`src/rtl/core/sdc_pkg.sv`:
```
`default_nettype none

package sdc_pkg;

    // field widths
    localparam int VALUE_W = 32;
    localparam int TOTAL_W = 48;
    localparam int COUNT_W = 32;
    localparam int REM_W   = 10;
    localparam int CFG_W   = 11;

    // table size and sequence tag width
    localparam int MAX_DIVISOR_DEFAULT = 1024;
    localparam int TAG_W               = 8;

    // controller to datapath commands
    typedef struct packed {
        logic load;
        logic clr_step;
        logic div_step;
        logic fix;
        logic read;
        logic commit;
    } t_cmd;

    // datapath to controller status
    typedef struct packed {
        logic clr_last;
        logic div_last;
        logic wrap_needed;
        logic out_free;
    } t_status;

endpackage

`default_nettype wire

```
`src/rtl/core/sdc_ctrl.sv`:
```
`default_nettype none

module sdc_ctrl (
    input  wire logic             i_clk,
    input  wire logic             i_rst_n,
    input  wire logic             i_in_valid,
    output logic                  o_in_ready,
    input  wire sdc_pkg::t_status i_status,
    output sdc_pkg::t_cmd         o_cmd
);

    typedef enum logic [6:0] {
        S_INIT   = 7'b0000001,
        S_IDLE   = 7'b0000010,
        S_WRAP   = 7'b0000100,
        S_DIV    = 7'b0001000,
        S_FIX    = 7'b0010000,
        S_READ   = 7'b0100000,
        S_COMMIT = 7'b1000000
    } t_state;

    t_state r_state;
    t_state n_state;

    // next state and commands
    always_comb begin
        n_state    = r_state;
        o_cmd      = '0;
        o_in_ready = 1'b0;
        case (r_state)
            S_INIT: begin
                o_cmd.clr_step = 1'b1;
                if (i_status.clr_last) begin
                    n_state = S_IDLE;
                end
            end
            S_IDLE: begin
                o_in_ready = 1'b1;
                if (i_in_valid) begin
                    o_cmd.load = 1'b1;
                    n_state    = i_status.wrap_needed ? S_WRAP : S_DIV;
                end
            end
            S_WRAP: begin
                o_cmd.clr_step = 1'b1;
                if (i_status.clr_last) begin
                    n_state = S_DIV;
                end
            end
            S_DIV: begin
                o_cmd.div_step = 1'b1;
                if (i_status.div_last) begin
                    n_state = S_FIX;
                end
            end
            S_FIX: begin
                o_cmd.fix = 1'b1;
                n_state   = S_READ;
            end
            S_READ: begin
                o_cmd.read = 1'b1;
                n_state    = S_COMMIT;
            end
            S_COMMIT: begin
                if (i_status.out_free) begin
                    o_cmd.commit = 1'b1;
                    n_state      = S_IDLE;
                end
            end
            default: begin
                n_state = S_INIT;
            end
        endcase
    end

    // state register
    always_ff @(posedge i_clk) begin
        if (!i_rst_n) begin
            r_state <= S_INIT;
        end else begin
            r_state <= n_state;
        end
    end

endmodule

`default_nettype wire

```
`config.mk`:
```
export PLATFORM = sky130hd
export DESIGN_NAME = sdc_ctrl
export DESIGN_NICKNAME = d
export VERILOG_FILES = /design/src/rtl/core/sdc_pkg.sv /design/src/rtl/core/sdc_ctrl.sv
export SDC_FILE = /design/constraint.sdc
export NUM_CORES = 1
export LEC_CHECK = 0
export BUFFER_PORTS_ARGS = -buffer_cell sky130_fd_sc_hd__clkbuf_2
export CORE_AREA = 2 2 39 41
export CTS_CLUSTER_SIZE = 12
export DETAILED_ROUTE_END_ITERATION = 7
export DIE_AREA = 0 0 41 43
export PLACE_DENSITY_LB_ADDON = 0.3
export RECOVER_POWER = 25
export SLEW_MARGIN = 30
export SYNTH_ARGS = -nofsm -noshare
export SYNTH_HDL_FRONTEND = slang
export SYNTH_SLANG_ARGS = --single-unit
```
`constraint.sdc`:
```
create_clock -name i_clk -period 1.9 [get_ports i_clk]
set_clock_uncertainty 0.05 [all_clocks]
set_input_delay 0.19 -clock i_clk [delete_from_list [all_inputs] [get_ports i_clk]]
set_output_delay 0.19 -clock i_clk [all_outputs]
set_load 0.02 [all_outputs]
```
# == After elaboration in Yosys (flattened, before gate mapping) ==
# Cells that the tools add are included.
# totals
regBits,7
latch_bits,0
ram_bits,0
romBits,0
inputBits,7
out_inout_bits,7
memories,0
# op_classes
addsub,0
multipliers,0
n_div,0
magnitude_cmp,0
n_eq_ne,12
shift,0
n_mux,16
bitwise_logic,0
reduce_logical,2
# op_table
operator,count
7-bit case mux with 7 select lines,1
7-bit 2-to-1 mux,5
2-bit != test (second input constant),5
1-bit 2-to-1 mux,9
7-bit by 1-bit equality test with 1-bit output (second input constant),1
7-bit by 2-bit equality test with 1-bit output (second input constant),1
7-bit by 3-bit equality test with 1-bit output (second input constant),1
7-bit by 4-bit equality test with 1-bit output (second input constant),1
7-bit by 5-bit equality test with 1-bit output (second input constant),1
7-bit by 6-bit equality test with 1-bit output (second input constant),1
7-bit equality test (second input constant),1
5-bit AND reduction,1
4-bit 2-to-1 mux,1
2-bit OR reduction,1

# == Logic depth before layout (Yosys ltp) ==
# Gate-level depths: netlist of run 1.
# logic_depth
depth_word,3
ltp_mapped,6
depth_no_buf,5

# == Worst setup path before layout of run 1 ==
# No wires, ideal clock.
# synth_path
kind,flip-flop to output port
startpoint,register r_state[6]
endpoint,output o_cmd[5] (netlist name)
t_arrival_ns,1.212
setup_slack_ns,0.448
stages_incl_launch_ff,6
n_path_buf,1
cell_sequence,dfxtp_1 > buf_2 > nor3_2 > nand4_1 > inv_1 > and2_1
# synth_lines
element,line,source
start: declaration,sdc_ctrl.sv:22,t_state r_state;
start signal: assignment,sdc_ctrl.sv:81,r_state <= n_state;
end: declaration,sdc_ctrl.sv:9,output sdc_pkg::t_cmd o_cmd

==> qor.txt, run 1 <==
STATUS
---------------------------------------------------------------------------------
Outcome                                                                 completed

FLOORPLAN
---------------------------------------------------------------------------------
Core box area                                                        0.00138 mm^2
Row count                                                                      14
Die width                                                                   41 um
Number of top-level design ports                                               14
Die footprint                                                        0.00176 mm^2
Starting utilization of the core area                                       0.362
Die boundary height                                                         43 um

DRT
---------------------------------------------------------------------------------
Starting DRT DRC Count                                                         15
Highest metal used                                                           met4
ANT nets after route                                                            0
DRT Wirelength                                                            1.17 mm
Wl on met1                                                                 485 um
Vias post-DR                                                                  517
Routed vias/inst                                                             5.68
Drt pass-1 iters                                                                4
Avg WL per Cell                                                           12.9 um
Routed wl met2                                                             532 um
Met3 Wirelength                                                            121 um
Number of design rule violations left after detail routing                      0

SETUP PATH
---------------------------------------------------------------------------------
Worst reg2reg path depth                                                        4
Nature of the critical path endpoint                                 primary output
Register-to-register setup slack                                          0.30 ns
Arrival time of the worst setup path                                      1.54 ns
Largest fanout on the critical path                                             5
R2R Path Start                                                       r_state[4]$_SDFFE_PN0P_
Worst setup path endpoint                                                o_cmd[4]
Reg-to-Reg End                                                       r_state[3]$_SDFFE_PN0P_
Category of the worst setup path launch point                            register
Startpoint of the worst setup timing path                            r_state[4]$_SDFFE_PN0P_
Critical path class                                                    reg -> out
Required time reported for the critical path endpoint                     1.66 ns

TIMING
---------------------------------------------------------------------------------
Count of pins over their slew limit                                             0
Sum Neg Setup Slack                                                          0 ns
Maximum frequency from static timing analysis                             562 MHz
Part of the cycle the worst path needs                                      0.936
Worst Tran Pin Value                                                     0.459 ns
Worst relative slew slack                                                   0.693
Number of hold violations in the final report                                   0
Unrepaired setup endpoints after global routing                                no
Worst Hold Slack                                                         0.136 ns
Setup-failing EPs final                                                         0
Final critical path time including I/O delays and setup                   1.78 ns

SYNTHESIS
---------------------------------------------------------------------------------
Combinational family with the most area after synthesis              simple AND/OR/NAND/NOR gates
Unique cell type count in the Yosys netlist                                    27
Post-synthesis simple-gate area fraction                                    0.390
Area share of xor/xnor cells in the synthesized design                     0.0350
Share of the synthesized area in the top cell type                          0.280
Largest cells by area after synthesis                                sky130_fd_sc_hd__dfxtp_1 (28%), sky130_fd_sc_hd__inv_1 (6.0%), sky130_fd_sc_hd__nor2_1 (6.0%)
Fraction of the mapped netlist area in compound gates                       0.205
Number of nets produced by synthesis                                           68
Yosys reg bits                                                                  7
Syn Inst Count                                                                 61
Proportion of synthesized chip area in sequential cells                     0.280
Post-synthesis adder-cell area fraction                                         0
Most area-hungry cell type in the Yosys netlist                      sky130_fd_sc_hd__dfxtp_1
Multiplexer share of the synthesized area                                       0
Syn_area_per_cell                                                       8.20 um^2
Netlist area before placement                                            500 um^2
Yosys warnings                                                                  0

POWER
---------------------------------------------------------------------------------
Net Sw Power                                                               177 uW
Internal cell power                                                        301 uW
Static leakage                                                        0.000263 uW
Clock share of power                                                        0.288
Peak supply drop                                                         0.506 mV
Sequential Power Share                                                      0.409
Total power divided by cell area                                      801 mW/mm^2
Switching fraction of total power                                           0.371
Portion of total power attributed to combinational logic                    0.303

GRT
---------------------------------------------------------------------------------
Leftover overflow at the end of global routing                                  0
Largest net degree at the start of global routing                              13
Wire length of the first global-routing pass                              1.83 mm
Initial antenna violation count                                                 0
GRT Overall Usage                                                           0.157
Via count of the first global-routing pass                                    413

LAYOUT
---------------------------------------------------------------------------------
Post-synthesis to final-layout area growth                                  19.2%
Largest registers                                                    r_state: 7 flops
Total Nets Final                                                               83
Area occupied by registers                                               140 um^2
Proportion of layout cells with a drive suffix above 1                      0.267
Diode count                                                                     0
Most frequent cells in the layout                                    sky130_fd_sc_hd__clkbuf_2 (13), sky130_fd_sc_hd__nor2_1 (8), sky130_fd_sc_hd__inv_1 (8), sky130_fd_sc_hd__dfxtp_1 (7)
Register name with the most flops                                         r_state
Combined area of the multi-input logic cells                             315 um^2
Number of fill cells in the layout                                            145
Leading cell type in the layout, fill and taps excluded              sky130_fd_sc_hd__clkbuf_2
Flip-flop count of the largest register after layout                            7

CTS
---------------------------------------------------------------------------------
CTS tree                                                                    built
Post-CTS sizing                                                                 0
Clock latency of the later-clocked register in the worst-skew pair        0.26 ns
Buffer levels on the longest clock path                                         2
Deepest level of the CTS H-tree                                                 1
CTS clock-pin slew for the worst setup and hold paths                     0.06 ns
Post-CTS Setup Inserts                                                          0
Number of sinks driven by the clock tree                                        7
Hold buffer count at CTS                                                        0
Root Driver                                                          sky130_fd_sc_hd__clkbuf_4
CTS buffer count                                                                3

RUN
---------------------------------------------------------------------------------
Reported max-cap violation count                                                0

WORST HOLD PATH
---------------------------------------------------------------------------------
Worst hold path class                                                   in -> reg

PLACED DESIGN
---------------------------------------------------------------------------------
Placer's final routability congestion estimate                              0.843
Port-buffer cells                                                              13
DP HPWL                                                                    920 um

-- critical path, cell delays in order (launching register included) --
cell,delay [ns]
sky130_fd_sc_hd__dfxtp_1,0.37
sky130_fd_sc_hd__nor4_2,0.41
sky130_fd_sc_hd__nand2_1,0.21
sky130_fd_sc_hd__nor2_1,0.13
sky130_fd_sc_hd__clkbuf_2,0.18
-- Yosys cell counts --
master                      number
sky130_fd_sc_hd__inv_1           8
sky130_fd_sc_hd__nor2_1          8
sky130_fd_sc_hd__dfxtp_1         7
sky130_fd_sc_hd__buf_2           3
sky130_fd_sc_hd__nand4_1         3
sky130_fd_sc_hd__nor3b_1         3
sky130_fd_sc_hd__o2111ai_1       3
sky130_fd_sc_hd__o21ai_0         3
sky130_fd_sc_hd__and2_1          2
sky130_fd_sc_hd__nand3_1         2
sky130_fd_sc_hd__nand4b_1        2
sky130_fd_sc_hd__xor2_1          2
sky130_fd_sc_hd__a21boi_0        1
sky130_fd_sc_hd__a21oi_1         1
sky130_fd_sc_hd__and3_1          1
sky130_fd_sc_hd__and3b_1         1
sky130_fd_sc_hd__nand2_1         1
sky130_fd_sc_hd__nand3b_1        1
sky130_fd_sc_hd__nor3_1          1
sky130_fd_sc_hd__nor3_2          1
sky130_fd_sc_hd__nor4_2          1
sky130_fd_sc_hd__nor4_4          1
sky130_fd_sc_hd__o211ai_1        1
sky130_fd_sc_hd__o21a_1          1
sky130_fd_sc_hd__o311ai_4        1
sky130_fd_sc_hd__o31ai_1         1
sky130_fd_sc_hd__or3b_1          1
-- layer usage --
| metal | track usage | vias up |
|---|---|---|
| met5 | 0 | - |
| met4 | 0.0933 | 0 |
| met3 | 0.0681 | 4 |
| met2 | 0.219 | 36 |
| met1 | 0.190 | 225 |
| li1 | - | 252 |
-- logic make-up (layout without fill, tap and decap cells) --
logic type                Yosys count  after routing
DFF                                 7              7
buffers and inverters              11             25
xor gates and xnor gates            2              2
and+or+nand+nor                    29             29
AOI/OAI and AO/OA                  12             12
-- worst min-delay path by stage --
stage               startpoint                 endpoint  slack, ns  cells past startpoint
floorplan              i_rst_n  r_state[0]$_SDFFE_PN1P_       0.21                      1
global placement       i_rst_n  r_state[0]$_SDFFE_PN1P_       0.40                      2
detailed placement     i_rst_n  r_state[0]$_SDFFE_PN1P_       0.40                      2
CTS                    i_rst_n  r_state[0]$_SDFFE_PN1P_       0.13                      2
global route           i_rst_n  r_state[0]$_SDFFE_PN1P_       0.14                      2
finish                 i_rst_n  r_state[0]$_SDFFE_PN1P_       0.14                      2
-- power by group through the flow --
stage	clock network (uW)	logic [uW]	registers, uW
final	138	145	196
after global placement	0	143	199
after floorplan	0	121	182
after CTS	145	145	195
after detailed placement	0	143	198
after global routing	151	158	200
-- metrics by stage --
stage | setup slack [ns] | power (uW) | cell area (um^2) | utilization | std cells
final | 0.122 | 478 | 597 | 0.431 | 91
after global routing | 0.0162 | 509 | 597 | 0.431 | 91
after CTS | 0.141 | 485 | 597 | 0.431 | 91
after detailed placement | 0.337 | 341 | 571 | 0.412 | 87
after global placement | 0.307 | 342 | 571 | 0.412 | 87
after floorplan | 0.448 | 303 | 500 | - | 61
-- layout make-up --
type,count,area share
inverter,8,0.0503
multi-input combinational,43,0.528
timing repair buffer,13,0.109
tap,16,0.0335
clock buffer,4,0.0440
sequential,7,0.235
No activity file was read; power rests on OpenSTA's default activity.
==> run 2: changes to the inputs <==
--- a/config.mk
+++ b/config.mk
@@ -12,6 +12,7 @@
 export DIE_AREA = 0 0 41 43
 export PLACE_DENSITY_LB_ADDON = 0.3
 export RECOVER_POWER = 25
+export REMOVE_ABC_BUFFERS = 1
 export SLEW_MARGIN = 30
 export SYNTH_ARGS = -nofsm -noshare
 export SYNTH_HDL_FRONTEND = slang
==> run 2 against run 1 <==
Net effect:
- via count decreased by 3.3%
- global-route usage increased by 2.2 points
- register-to-register slack got worse by 0.03 ns
- critical path type unchanged
- largest power group unchanged
- highest routed layer unchanged
==> qor.txt, run 2 (synthesized netlist as in run 1, its figures left out) <==
GRT
---------------------------------------------------------------------------------
Via count of the first global-routing pass                                    473   was 413
GRT Overall Usage                                                           0.179   was 0.157
Largest net degree at the start of global routing                              13   unchanged
Initial antenna violation count                                                 0   unchanged
Leftover overflow at the end of global routing                                  0   unchanged
Wire length of the first global-routing pass                              2.10 mm   was 1.83 mm

CTS
---------------------------------------------------------------------------------
Number of sinks driven by the clock tree                                        7   unchanged
Post-CTS sizing                                                                 0   unchanged
CTS buffer count                                                                3   unchanged
Deepest level of the CTS H-tree                                                 1   unchanged
Clock latency of the later-clocked register in the worst-skew pair        0.26 ns   about the same
Hold buffer count at CTS                                                        0   unchanged
Root Driver                                                          sky130_fd_sc_hd__clkbuf_4   unchanged
Buffer levels on the longest clock path                                         2   unchanged
CTS tree                                                                    built   unchanged
CTS clock-pin slew for the worst setup and hold paths                     0.06 ns   about the same
Post-CTS Setup Inserts                                                          0   unchanged

DRT
---------------------------------------------------------------------------------
ANT nets after route                                                            0   unchanged
Starting DRT DRC Count                                                         10   was 15
Avg WL per Cell                                                           13.2 um   was 12.9 um
DRT Wirelength                                                            1.20 mm   was 1.17 mm
Drt pass-1 iters                                                                4   unchanged
Vias post-DR                                                                  500   was 517
Routed vias/inst                                                             5.49   was 5.68
Number of design rule violations left after detail routing                      0   unchanged

TIMING
---------------------------------------------------------------------------------
Part of the cycle the worst path needs                                      0.957   was 0.936
Maximum frequency from static timing analysis                             550 MHz   was 562 MHz
Worst relative slew slack                                                   0.683   was 0.693
Worst setup margin                                                      0.0823 ns   was 0.122 ns
Final critical path time including I/O delays and setup                   1.82 ns   was 1.78 ns
Sum Neg Setup Slack                                                          0 ns   unchanged
Worst Tran Pin Value                                                     0.475 ns   was 0.459 ns
Unrepaired setup endpoints after global routing                                no   unchanged
Setup-failing EPs final                                                         0   unchanged
Number of hold violations in the final report                                   0   unchanged
Count of pins over their slew limit                                             0   unchanged

SETUP PATH
---------------------------------------------------------------------------------
Arrival time of the worst setup path                                      1.58 ns   was 1.54 ns
Nature of the critical path endpoint                                 primary output   unchanged
Largest fanout on the critical path                                             5   unchanged
Critical path class                                                    reg -> out   unchanged
R2R Path Start                                                       r_state[4]$_SDFFE_PN0P_   unchanged
Category of the worst setup path launch point                            register   unchanged
Reg-to-Reg End                                                       r_state[3]$_SDFFE_PN0P_   unchanged
Critical path's slowest cell                                         sky130_fd_sc_hd__nor4_2   unchanged
Critical Path, Cell by Cell                                          nor4_2 -> nand2_1 -> nor2_1 -> clkbuf_2   unchanged
Register-to-register setup slack                                          0.27 ns   was 0.30 ns
Required time reported for the critical path endpoint                     1.66 ns   about the same
Worst reg2reg path depth                                                        4   unchanged
Largest stage delay on the critical path                                  0.43 ns   was 0.41 ns

WORST HOLD PATH
---------------------------------------------------------------------------------
Startpoint of the lowest-slack hold path                              i_status[1]   was i_rst_n
Endpoint of the worst hold-timing path                               r_state[2]$_SDFFE_PN0P_   was r_state[0]$_SDFFE_PN1P_
Worst hold path depth                                                           3   was 2
Worst hold path class                                                   in -> reg   unchanged

LAYOUT
---------------------------------------------------------------------------------
Leading cell type in the layout, fill and taps excluded              sky130_fd_sc_hd__clkbuf_2   unchanged
Most frequent cells in the layout                                    sky130_fd_sc_hd__clkbuf_2 (13), sky130_fd_sc_hd__nor2_1 (8), sky130_fd_sc_hd__inv_1 (8), sky130_fd_sc_hd__dfxtp_1 (7)   unchanged
Proportion of layout cells with a drive suffix above 1                      0.267   unchanged
Post-synthesis to final-layout area growth                                  19.2%   unchanged
Total Nets Final                                                               83   unchanged
Diode count                                                                     0   unchanged
Largest registers                                                    r_state: 7 flops   unchanged
Flip-flop count of the largest register after layout                            7   unchanged
Register name with the most flops                                         r_state   unchanged

FLOORPLAN
---------------------------------------------------------------------------------
Number of top-level design ports                                               14   unchanged
Die boundary height                                                         43 um   unchanged
Die footprint                                                        0.00176 mm^2   unchanged
Row count                                                                      14   unchanged
Core box area                                                        0.00138 mm^2   unchanged
Starting utilization of the core area                                       0.362   unchanged
Die width                                                                   41 um   unchanged

PLACED DESIGN
---------------------------------------------------------------------------------
Port-buffer cells                                                              13   unchanged
Worst slack, placed                                                      0.305 ns   was 0.337 ns
Placer's final routability congestion estimate                              0.846   was 0.843
DP HPWL                                                                    914 um   was 920 um

POWER
---------------------------------------------------------------------------------
Static leakage                                                        0.000263 uW   unchanged
Peak supply drop                                                         0.467 mV   was 0.506 mV
Total power divided by cell area                                      817 mW/mm^2   was 801 mW/mm^2

RUN
---------------------------------------------------------------------------------
Reported max-cap violation count                                                0   unchanged

STATUS
---------------------------------------------------------------------------------
Outcome                                                                 completed   unchanged

-- run 2: layer usage --
metal | global-route usage | up-vias | routed length [um]
li1 | - | 251 | -
met1 | 0.219 | 226 | 556
met2 | 0.256 | 19 | 552
met3 | 0.0785 | 4 | 75
met4 | 0.0867 | 0 | 20
met5 | 0 | - | 0
-- run 2: stage by stage --
step	hold slack (ns)	cells	area [um^2]	total power, uW	util
after global routing	0.158	91	597	523	0.431
after detailed placement	0.407	87	571	343	0.412
after floorplan	0.212	58	485	298	-
after global placement	0.411	87	571	344	0.412
final	0.139	91	597	487	0.431
after CTS	0.142	91	597	487	0.431
-- run 2: how the worst max path moves through the flow --
stage / startpoint / end / slack [ns] / depth (start not counted)
4_1_cts: r_state[4]$_SDFFE_PN0P_ / o_cmd[4] / 0.09 / 4
2_1_floorplan: r_state[6]$_SDFFE_PN0P_ / o_cmd[5] / 0.49 / 4
3_5_place_dp: r_state[4]$_SDFFE_PN0P_ / r_state[3]$_SDFFE_PN0P_ / 0.31 / 4
5_1_grt: r_state[4]$_SDFFE_PN0P_ / o_cmd[4] / 0.004 / 4
6_report: r_state[4]$_SDFFE_PN0P_ / o_cmd[4] / 0.08 / 4
3_3_place_gp: r_state[4]$_SDFFE_PN0P_ / r_state[3]$_SDFFE_PN0P_ / 0.30 / 4
-- run 2: critical path, delay by kind of cell, from the launching register on --
family	cells	cell delay [ns]
buf+inv	1	0.18
flops	1	0.37
simple gates	3	0.77
-- run 2: area by class of cell --
type	instances	area, um^2
multi-input combinational	43	315
inverter	8	30.0
sequential	7	140
timing repair buffer	13	65.1
clock buffer	4	26.3
fill	151	787
tap	16	20.0
-- run 2: where the power goes --
group,switching (uW),total [uW],internal (uW)
clock network,65.3,146,80.8
registers,37.0,197,160
logic,83.8,145,60.8
total,186,487,301
